## src/sv/cht_pkg.sv

```systemverilog
// Shared types and constants of the chained hash table.
// Holds the table geometry, the operation and status codes, and the
// command and status structs between the controller and the datapath.
package cht_pkg;

	// Table geometry.
	localparam int NUM_BUCKETS      = 7;
	localparam int SLOTS_PER_BUCKET = 16;

	// Fixed field widths of the request and response channels.
	localparam int OPC_W    = 2;
	localparam int KEY_W    = 32;
	localparam int FRAC_W   = 8;
	localparam int INT_W    = KEY_W - FRAC_W;
	localparam int STATUS_W = 2;
	localparam int BIDX_W   = 3;
	localparam int POS_W    = 4;

	// Derived widths.
	localparam int BKT_W  = $clog2(NUM_BUCKETS);
	localparam int SLOT_W = (SLOTS_PER_BUCKET > 1) ? $clog2(SLOTS_PER_BUCKET) : 1;
	localparam int CNT_W  = $clog2(SLOTS_PER_BUCKET + 1);
	localparam int ADDR_W = $clog2(NUM_BUCKETS * SLOTS_PER_BUCKET);
	localparam int DEPTH  = NUM_BUCKETS * SLOTS_PER_BUCKET;
	localparam int TOT_W  = $clog2(NUM_BUCKETS * SLOTS_PER_BUCKET + 1);

	// Constant division of the integer key part by the bucket count:
	// q = (x * HASH_M) >> HASH_S is exact for every 24-bit x.
	localparam int HASH_L  = $clog2(NUM_BUCKETS);
	localparam int HASH_S  = INT_W + HASH_L;
	localparam int HASH_MW = INT_W + 1;
	localparam longint unsigned HASH_M =
		((64'd1 << HASH_S) + NUM_BUCKETS - 1) / NUM_BUCKETS;
	localparam int PROD_W  = INT_W + HASH_MW;
	localparam int QUO_W   = PROD_W - HASH_S;

	typedef enum logic [OPC_W-1:0] {
		OP_INSERT = 2'd0,
		OP_SEARCH = 2'd1,
		OP_DELETE = 2'd2,
		OP_CLEAR  = 2'd3
	} op_t;

	typedef enum logic [STATUS_W-1:0] {
		ST_OK        = 2'd0,
		ST_NOT_FOUND = 2'd1,
		ST_FULL      = 2'd2
	} status_t;

	typedef enum logic [2:0] {
		S_IDLE,
		S_HASH_MUL,
		S_HASH_MOD,
		S_EXEC,
		S_SCAN,
		S_SHIFT,
		S_DONE
	} state_t;

	typedef struct packed {
		logic load;
		logic hash_mul;
		logic hash_mod;
		logic insert;
		logic clear;
		logic scan_start;
		logic scan_step;
		logic shift_step;
		logic finish;
	} cht_cmd_t;

	typedef struct packed {
		op_t  op;
		logic scan_hit;
		logic scan_miss;
		logic shift_done;
		logic out_free;
	} cht_sts_t;

endpackage

```

## src/sv/cht_ctrl.sv

```systemverilog
// Controller of the chained hash table: sequences hash, insert, clear, scan,
// shift and response steps of one request. Depends on cht_pkg.
module cht_ctrl (
	input  logic               clk,
	input  logic               arst_n,
	input  logic               in_valid,
	output logic               in_ready,
	input  cht_pkg::cht_sts_t  sts,
	output cht_pkg::cht_cmd_t  cmd
);

	cht_pkg::state_t state_q;
	cht_pkg::state_t state_next;

	always_ff @(posedge clk or negedge arst_n) begin
		if (!arst_n) begin
			state_q <= cht_pkg::S_IDLE;
		end else begin
			state_q <= state_next;
		end
	end

	always_comb begin
		state_next = state_q;
		case (state_q)
			cht_pkg::S_IDLE: begin
				if (in_valid) begin
					state_next = cht_pkg::S_HASH_MUL;
				end
			end
			cht_pkg::S_HASH_MUL: state_next = cht_pkg::S_HASH_MOD;
			cht_pkg::S_HASH_MOD: state_next = cht_pkg::S_EXEC;
			cht_pkg::S_EXEC: begin
				if (sts.op == cht_pkg::OP_SEARCH || sts.op == cht_pkg::OP_DELETE) begin
					state_next = cht_pkg::S_SCAN;
				end else begin
					state_next = cht_pkg::S_DONE;
				end
			end
			cht_pkg::S_SCAN: begin
				if (sts.scan_hit) begin
					state_next = (sts.op == cht_pkg::OP_DELETE) ? cht_pkg::S_SHIFT
						: cht_pkg::S_DONE;
				end else if (sts.scan_miss) begin
					state_next = cht_pkg::S_DONE;
				end
			end
			cht_pkg::S_SHIFT: begin
				if (sts.shift_done) begin
					state_next = cht_pkg::S_DONE;
				end
			end
			cht_pkg::S_DONE: begin
				if (sts.out_free) begin
					state_next = cht_pkg::S_IDLE;
				end
			end
			default: state_next = cht_pkg::S_IDLE;
		endcase
	end

	always_comb begin
		cmd      = '0;
		in_ready = 1'b0;
		case (state_q)
			cht_pkg::S_IDLE: begin
				in_ready = 1'b1;
				cmd.load = in_valid;
			end
			cht_pkg::S_HASH_MUL: cmd.hash_mul = 1'b1;
			cht_pkg::S_HASH_MOD: cmd.hash_mod = 1'b1;
			cht_pkg::S_EXEC: begin
				case (sts.op)
					cht_pkg::OP_INSERT: cmd.insert = 1'b1;
					cht_pkg::OP_CLEAR:  cmd.clear = 1'b1;
					default:            cmd.scan_start = 1'b1;
				endcase
			end
			cht_pkg::S_SCAN:  cmd.scan_step = 1'b1;
			cht_pkg::S_SHIFT: cmd.shift_step = 1'b1;
			cht_pkg::S_DONE:  cmd.finish = sts.out_free;
			default: begin
				cmd = '0;
			end
		endcase
	end

endmodule

```

## config.mk

```make
export PLATFORM = sky130hd
export DESIGN_NAME = cht_ctrl
export DESIGN_NICKNAME = d
export VERILOG_FILES = /design/src/sv/cht_pkg.sv /design/src/sv/cht_ctrl.sv
export SDC_FILE = /design/constraint.sdc
export NUM_CORES = 1
export LEC_CHECK = 0
export BUFFER_PORTS_ARGS = -buffer_cell sky130_fd_sc_hd__buf_2
export CORE_AREA = 4 4 41 43
export CTS_CLUSTER_SIZE = 30
export DETAILED_ROUTE_END_ITERATION = 6
export DIE_AREA = 0 0 45 47
export SYNTH_ARGS = -nofsm -noshare
export SYNTH_HDL_FRONTEND = slang
export SYNTH_SLANG_ARGS = --single-unit
```

## constraint.sdc

```tcl
create_clock -name clk -period 1.6 [get_ports clk]
set_input_delay 0.16 -clock clk [delete_from_list [all_inputs] [get_ports clk]]
set_output_delay 0.16 -clock clk [all_outputs]
set_load 0.005 [all_outputs]
```

# [Word-level counts from Yosys, hierarchy flattened]
# Cells that the tools add are included.
[word_totals] register_bits=3 latchBits=0 ramBits=0 rom_bits=0 in_bits=9 output_inout_bits=10 elab_cells=38 n_memories=0
[op_classes] addsub=0 n_mul=0 div_mod_pow=0 magnitude_cmp=0 n_eq_ne=13 shifts=0 mux=19 bitwise_logic=0 n_reduce_logical=5
[op_table] op="case mux 3 bit (7 select lines)" n=1
[op_table] op="two-way mux 3 bit" n=6
[op_table] op="two-way mux 1 bit" n=10
[op_table] op="== test 3 bit, second input constant" n=3
[op_table] op="== test 3 x 2 -> 1 bit, second input constant" n=2
[op_table] op="!= test 2 bit, second input constant" n=3
[op_table] op="== test 2 bit, second input constant" n=2
[op_table] op="two-way mux 2 bit" n=2
[op_table] op="AND reduction 4 bit" n=1
[op_table] op="== test 3 x 1 -> 1 bit, second input constant" n=1
[op_table] op="logical NOT 3 bit" n=1
[op_table] op="!= test 3 bit, second input constant" n=1
[op_table] op="== test 2 x 1 -> 1 bit, second input constant" n=1
[op_table] op="logical NOT 2 bit" n=1
[op_table] op="OR reduction 2 bit" n=1
[op_table] op="logical OR 1 bit" n=1

# [Depth between registers and ports, before layout]
# Gate-level depths: netlist of the first run.
[logic_depth] depth_word=4 depth_mapped=5 depth_no_buf=5

# [Worst setup path before layout of the first run]
# OpenSTA, ideal clock, no wires.
[synth_timing] kind="register -> output" start="register state_q[0]" end="output cmd[8] in the netlist's numbering" arrival_time_ps=951 setup_slack_ps=489 path_stages_with_launch=4 n_path_buf=1 cell_sequence="dfrtp_1 -> buf_2 -> nor3_1 -> and2_1"
[synth_lines] element="start, declared" line="cht_ctrl.sv:12" rtl="cht_pkg::state_t state_q;"
[synth_lines] element="start signal, assigned" line="cht_ctrl.sv:17" rtl="state_q <= cht_pkg::S_IDLE;"
[synth_lines] element="start signal, assigned" line="cht_ctrl.sv:19" rtl="state_q <= state_next;"
[synth_lines] element="end, declared" line="cht_ctrl.sv:9" rtl="output cht_pkg::cht_cmd_t cmd"

==> results of run 1 <==
-- worst min-delay path by stage --
stage                  start          to  slack [ns]  cells past startpoint
floorplan             arst_n  state_q[0]       -0.14                      0
global placement      arst_n  state_q[2]       -0.04                      1
detailed placement    arst_n  state_q[2]       -0.05                      1
CTS                 in_valid  state_q[0]        0.23                      3
global route        in_valid  state_q[0]        0.23                      3
finish              in_valid  state_q[0]        0.23                      3
-- metrics by stage --
stage | area [um^2] | power [uW] | setup slack (ns)
after floorplan | 303 | 425 | 0.489
after global placement | 390 | 503 | 0.405
after detailed placement | 390 | 509 | 0.403
after CTS | 427 | 653 | 0.151
after global routing | 427 | 717 | 0.0574
final | 427 | 650 | 0.149
-- worst max-delay path: stages, from the launching register on --
cell	delay, ns
dfrtp_1	0.48
and2b_1	0.26
and3_1	0.19
buf_2	0.12
-- timing repair --
action / 4_1_cts / 5_1_grt
hold buffers: 1 / 0
hold endpoints to repair: 3 / 0
buffers inserted: 0 / 0
-- final cells by class --
| type | instances | area [um^2] |
|---|---|---|
| Clock buffer | 4 | 26.3 |
| Fill cell | 156 | 875 |
| Inverter | 2 | 7.51 |
| Multi-Input combinational cell | 29 | 199 |
| Sequential cell | 3 | 75.1 |
| Tap cell | 15 | 18.8 |
| Timing Repair Buffer | 19 | 100 |
-- synth_stat cells (all sizes together) --
cell / n / area (um^2)
a222oi: 1 / 10.0
nand2: 2 / 7.51
and2: 2 / 12.5
nor2b: 3 / 18.8
buf: 3 / 21.3
nor2: 2 / 7.51
o21a: 1 / 7.51
ha: 3 / 37.5
inv: 2 / 7.51
o21ai: 2 / 10.0
a22o: 1 / 8.76
and3: 4 / 25.0
a21oi: 1 / 5.00
nor3: 1 / 5.00
dfrtp: 3 / 75.1
and2b: 1 / 7.51
nand2b: 2 / 12.5
o32ai: 1 / 8.76
nor3b: 1 / 7.51
o31ai: 1 / 7.51
-- power by group through the flow --
stage          Clock [uW]  Combinational [uW]  Sequential [uW]
2_1_floorplan           0                 291              134
3_3_place_gp            0                 294              209
3_5_place_dp            0                 298              211
4_1_cts               141                 302              210
5_1_grt               154                 341              222
6_report              139                 300              211
-- metal layers --
layer	up-vias	wire [um]	global-route usage
li1	168	-	-
met5	-	0	0
met4	0	17	0.0877
met3	2	47	0.0345
met1	155	367	0.0913
met2	12	382	0.147
-- kinds of logic (layout without fill, tap and decap cells) --
| logic type | after synthesis | after routing |
|---|---|---|
| buffers and inverters | 5 | 25 |
| AO/OA/AOI/OAI | 8 | 8 |
| flip-flops | 3 | 3 |
| AND/OR/NAND/NOR | 18 | 18 |
| adder cells (fa/ha/maj) | 3 | 3 |
==> impl_results.md, run 1 <==
- Most common cell after layout, fill and taps aside: buf_2
- Clock share of power: 0.214
- Highest-count cells in the layout ignoring fill and taps: buf_2, and3_1
- Yosys warning count: 0
- Flop pwr share: 0.324
- Initial DRC count: 10
- Crit path DAT: 1.29 ns
- Max Buffers Root-to-Sink: 2
- Post-DP HPWL: 617 um
- Worst Setup End Kind: output port
- Largest Register: state_q
- Fin cells: 72
- HP Class: input port to register
- Port-buffer cells: 18
- Post-synthesis compound-gate area fraction: 0.190
- Switching power: 272 uW
- Logic pwr share: 0.462
- Power Internal: 378 uW
- IR drop worst, VDD: 433 uV
- Die ar.: 2120 um^2
- Root buf cell: clkbuf_4
- MaxCap Viol Count: 0
- RePlAce Congestion: 0.743
- Top Registers: state_q: 3 flops
- Dpl cells: 67
- Area Growth Syn to Fin: 40.9%
- Number of global-route vias before repair: 336
- Post-Syn Area per Cell: 8.18 um^2
- CTS-repair resized insts: 0
- Mapped Area: 303 um^2
- Clk_lat worst skew: 0.24 ns
- PwrDens: 1520 nW/um^2
- Simple-gate portion of the synthesized area: 0.343
- CP Class: register to output port
- Final nets: 70
- Vias: 337
- Worst Setup Start Kind: register
- RSZ-0062 raised after global routing: no
- Post-synthesis xor/xnor area fraction: 0
- Outcome: finished, final reports clean
- Largest net degree at the start of global routing: 14
- Worst hold margin: 0.227 ns
- Layout cells sized above 1: 0.368
- Residual DRC count: 0
- Total wire length: 814 um
- Mux cell area share after synthesis: 0
- Area of the core: 1300 um^2
- Worst setup startpoint: state_q[2]
- Grt ovf: 0
- Crit path to: cmd[3]
- R2R depth: 3
- Core Util, Final: 0.328
- Final hold vios: 0
- Main combinational cell family by area after synthesis: simple AND/OR/NAND/NOR gates
- Required time of the worst setup path: 1.44 ns
- Die H: 47 um
- Leak Pwr: 0.000244 uW
- Clk pin slew, worst setup/hold paths: 0.04 ns
- CTS tree: yes
- Min Tclk post-route: 1.45 ns
- Crit Path Max Fanout: 10
- Synth Area in Adders: 0.124
- Total inserted antenna cells: 0
- Post-synthesis cell type count: 21
- Initial antenna violation count: 0
- Part of the cycle the worst path needs: 0.907
- Post-Syn Instances: 37
- Final setup violation count: 0
- First-pass GRT wire length: 1330 um
- Worst-margin pin slew: 0.328 ns
- Initial Util: 0.233
- Yosys reg bits: 3
- Cts bufs inserted: 3
- FF-to-FF Start: state_q[1]
- Seq/Total Area, Yosys: 0.248
- Slew HR: 0.781
- Max-slew violations: 0
- RR Endpoint: state_q[1]
- Mapped Nets: 49
- Clock skew: 0.00523 ns
- # IOs: 19
- Switching share of power: 0.419
- Worst reg-to-reg setup slack: 0.38 ns
- ANT nets after route: 0
- Global-route total usage across every layer: 0.0918
- Average wire per standard cell: 11.3 um
- First-pass DRT Iterations: 4
- Largest register FFs: 3
- Max Freq: 689 MHz
- Total negative setup slack: 0 ns
- Clock tree sinks: 3
- Die X: 45 um
- H-tree Lvls: 1
- Rows: 13
- Via density: 4.68
No activity file was read; power rests on OpenSTA's default activity.
==> run 2, diff against run 1 <==
==> constraint.sdc (replaced) <==
create_clock -name clk -period 1.6 [get_ports clk]
set_input_delay 0.08 -clock clk [delete_from_list [all_inputs] [get_ports clk]]
set_output_delay 0.08 -clock clk [all_outputs]
set_load 0.005 [all_outputs]
==> run 2 against run 1 <==
  * Utilization unchanged
  * Clock skew fell by 0.0036 ns
  * Flip-flop and latch count stayed put
  * Non-clock buffer count stayed put
  * Cell count is the same
  * Clock-buffer cell count is the same
  * Global-route usage decreased by 0.55 points
  * First-iteration DRC count is 30% lower
  * Final area is the same
  * Hold slack got worse by 0.072 ns
  * Maximum frequency increased by 6.3%
  * Register-to-register slack hardly changed
  * Largest cell class unchanged
==> impl_results.md, run 2 (synthesis results as in run 1) <==
- Outcome: finished, final reports clean
- Cell family with most CP delay: flip-flops
- Part of the cycle the worst path needs: 0.853 (-0.0537)
- Final setup violation count: 0 (unchanged)
- CP cell instances: and2b_1 -> and3_1 -> buf_2
- H-tree Lvls: 1 (unchanged)
- Average wire per standard cell: 10.4 um (-7.6%)
- Flop pwr share: 0.332 (+0.008)
- Clock share of power: 0.210 (-0.004)
- Largest Register: state_q
- PwrDens: 1510 nW/um^2 (-1.2%)
- Met3 Usage GRT: 0.0115 (-0.0230)
- Worst Setup End Kind: output port
- Power Internal: 377 uW (-0.16%)
- Setup Buffers After CTS: 0 (unchanged)
- Clk pin slew, worst setup/hold paths: 0.04 ns (about the same)
- Slowest stage delay, CP: 0.48 ns (about the same)
- Max-slew violations: 0 (unchanged)
- CTS-repair resized insts: 0 (unchanged)
- Routing usage on met1: 0.0961 (+0.00479)
- Initial Util: 0.233 (unchanged)
- Total negative setup slack: 0 ns (unchanged)
- Max Buffers Root-to-Sink: 2 (unchanged)
- Initial DRC count: 7 (-3)
- Total inserted antenna cells: 0 (unchanged)
- Buffering stage count on the worst path with inverters included: 1 (unchanged)
- Slew HR: 0.777 (-0.00385)
- Top Registers: state_q: 3 flops
- MaxCap Viol Count: 0 (unchanged)
- Port-buffer cells: 18 (unchanged)
- Final WS setup: 0.235 ns (+0.0859 ns)
- Crit Path Max Fanout: 10 (unchanged)
- # IOs: 19 (unchanged)
- CTS tree: yes
- Required time of the worst setup path: 1.52 ns (+0.08 ns)
- Cts bufs inserted: 3 (unchanged)
- Post-CTS Hold Fix Bufs: 1 (unchanged)
- CP Class: register to output port
- Initial antenna violation count: 0 (unchanged)
- ANT nets after route: 0 (unchanged)
- Leak Pwr: 0.000244 uW (unchanged)
- Area of the core: 1300 um^2 (unchanged)
- Root buf cell: clkbuf_4
- GR Util met2: 0.130 (-0.0169)
- IR drop worst, VDD: 415 uV (-4.2%)
- Largest register FFs: 3 (unchanged)
- Post-DP HPWL: 567 um (-8.1%)
- Switching share of power: 0.412 (-0.00619)
- Crit path DAT: 1.29 ns (about the same)
- Core Util, Final: 0.328 (unchanged)
- Most common cell after layout, fill and taps aside: buf_2
- Worst-margin pin slew: 0.334 ns (+0.00577 ns)
- Slowest CP cell: dfrtp_1
- Final nets: 70 (unchanged)
- Rows: 13 (unchanged)
- Clock tree sinks: 3 (unchanged)
- Logic pwr share: 0.457 (-0.005)
- Filler cells: 146 (-6.4%)
- First-pass DRT Iterations: 6 (+2)
- RePlAce Congestion: 0.722 (-2.8%)
- Die ar.: 2120 um^2 (unchanged)
- Die X: 45 um (unchanged)
- Layout cells sized above 1: 0.368 (unchanged)
- Largest net degree at the start of global routing: 14 (unchanged)
- Max Freq: 732 MHz (+6.3%)
- Min Tclk post-route: 1.37 ns (-0.0859 ns)
- Post-place setup slack: 0.413 ns (+0.0103 ns)
- GR peak layer: met2
- Dpl cells: 67 (unchanged)
- Clk_lat worst skew: 0.23 ns (about the same)
- Switching power: 265 uW (-2.7%)
- RSZ-0062 raised after global routing: no
- Via density: 4.39 (-6.2%)
- Grt ovf: 0 (unchanged)
- Global-route total usage across every layer: 0.0863 (-0.00547)
- Clock skew: 0.00167 ns (-0.00356 ns)
- Final hold vios: 0 (unchanged)
- First-pass GRT wire length: 1300 um (-2.6%)
- Number of global-route vias before repair: 348 (+3.6%)
- Area Growth Syn to Fin: 40.9% (unchanged)
- HP Class: input port to register
- Residual DRC count: 0 (unchanged)
- Worst Setup Start Kind: register
- Die H: 47 um (unchanged)
- Fin cells: 72 (unchanged)
- Vias: 316 (-6.2%)
- Total wire length: 752 um (-7.6%)
- Highest-count cells in the layout ignoring fill and taps: buf_2, and3_1
-- run 2: cell counts in the layout (fill, tap and decap cells not counted) --
No cell type changed its count.
-- run 2: layout make-up --
class / count / area (um^2) / area share
clock buffer: 4 / 26.3 / 0.0616
sequential: 3 / 75.1 / 0.176
inverter: 2 / 7.51 / 0.0176
tap: 15 / 18.8 / 0.0440
timing repair buffer: 19 / 100 / 0.235
multi-input combinational: 29 / 199 / 0.466
-- run 2: power by group through the flow --
stage	logic [uW]	registers (uW)	clock network (uW)
after floorplan	291	134	0
after global placement	296	209	0
after detailed placement	295	214	0
after CTS	300	213	142
after global routing	342	227	141
final	294	213	135
-- run 2: worst min-delay path: cells and delay by family --
family / cells / cell delay, ns
AND/OR/NAND/NOR: 1 / 0.08
AO/OA/AOI/OAI: 1 / 0.08
buffers and inverters: 1 / 0.10
-- run 2: per-stage QoR --
stage	total power, uW	instance area [um^2]	hold WS [ns]
floorplan	425	303	-0.216
global placement	504	390	-0.122
detailed placement	509	390	-0.124
CTS	655	427	0.148
global route	710	427	0.178
finish	642	427	0.155
-- run 2: routing by layer --
metal,part of all wire,vias up
met5,0,-
met1,0.47,136
li1,-,170
met2,0.47,10
met4,0,0
met3,0.061,0
-- run 2: final timing paths --
check / start / to / slack (ns) / cells past startpoint
hold / removal: in_valid / state_q[0] / 0.16 / 3
hold reg to reg: state_q[2] / state_q[0] / 0.66 / 1
min in group asynchronous: arst_n / state_q[1] / 0.18 / 2
max in group asynchronous: arst_n / state_q[2] / 1.32 / 2
setup reg to reg: state_q[1] / state_q[1] / 0.39 / 3
setup / recovery: state_q[2] / cmd[5] / 0.23 / 3
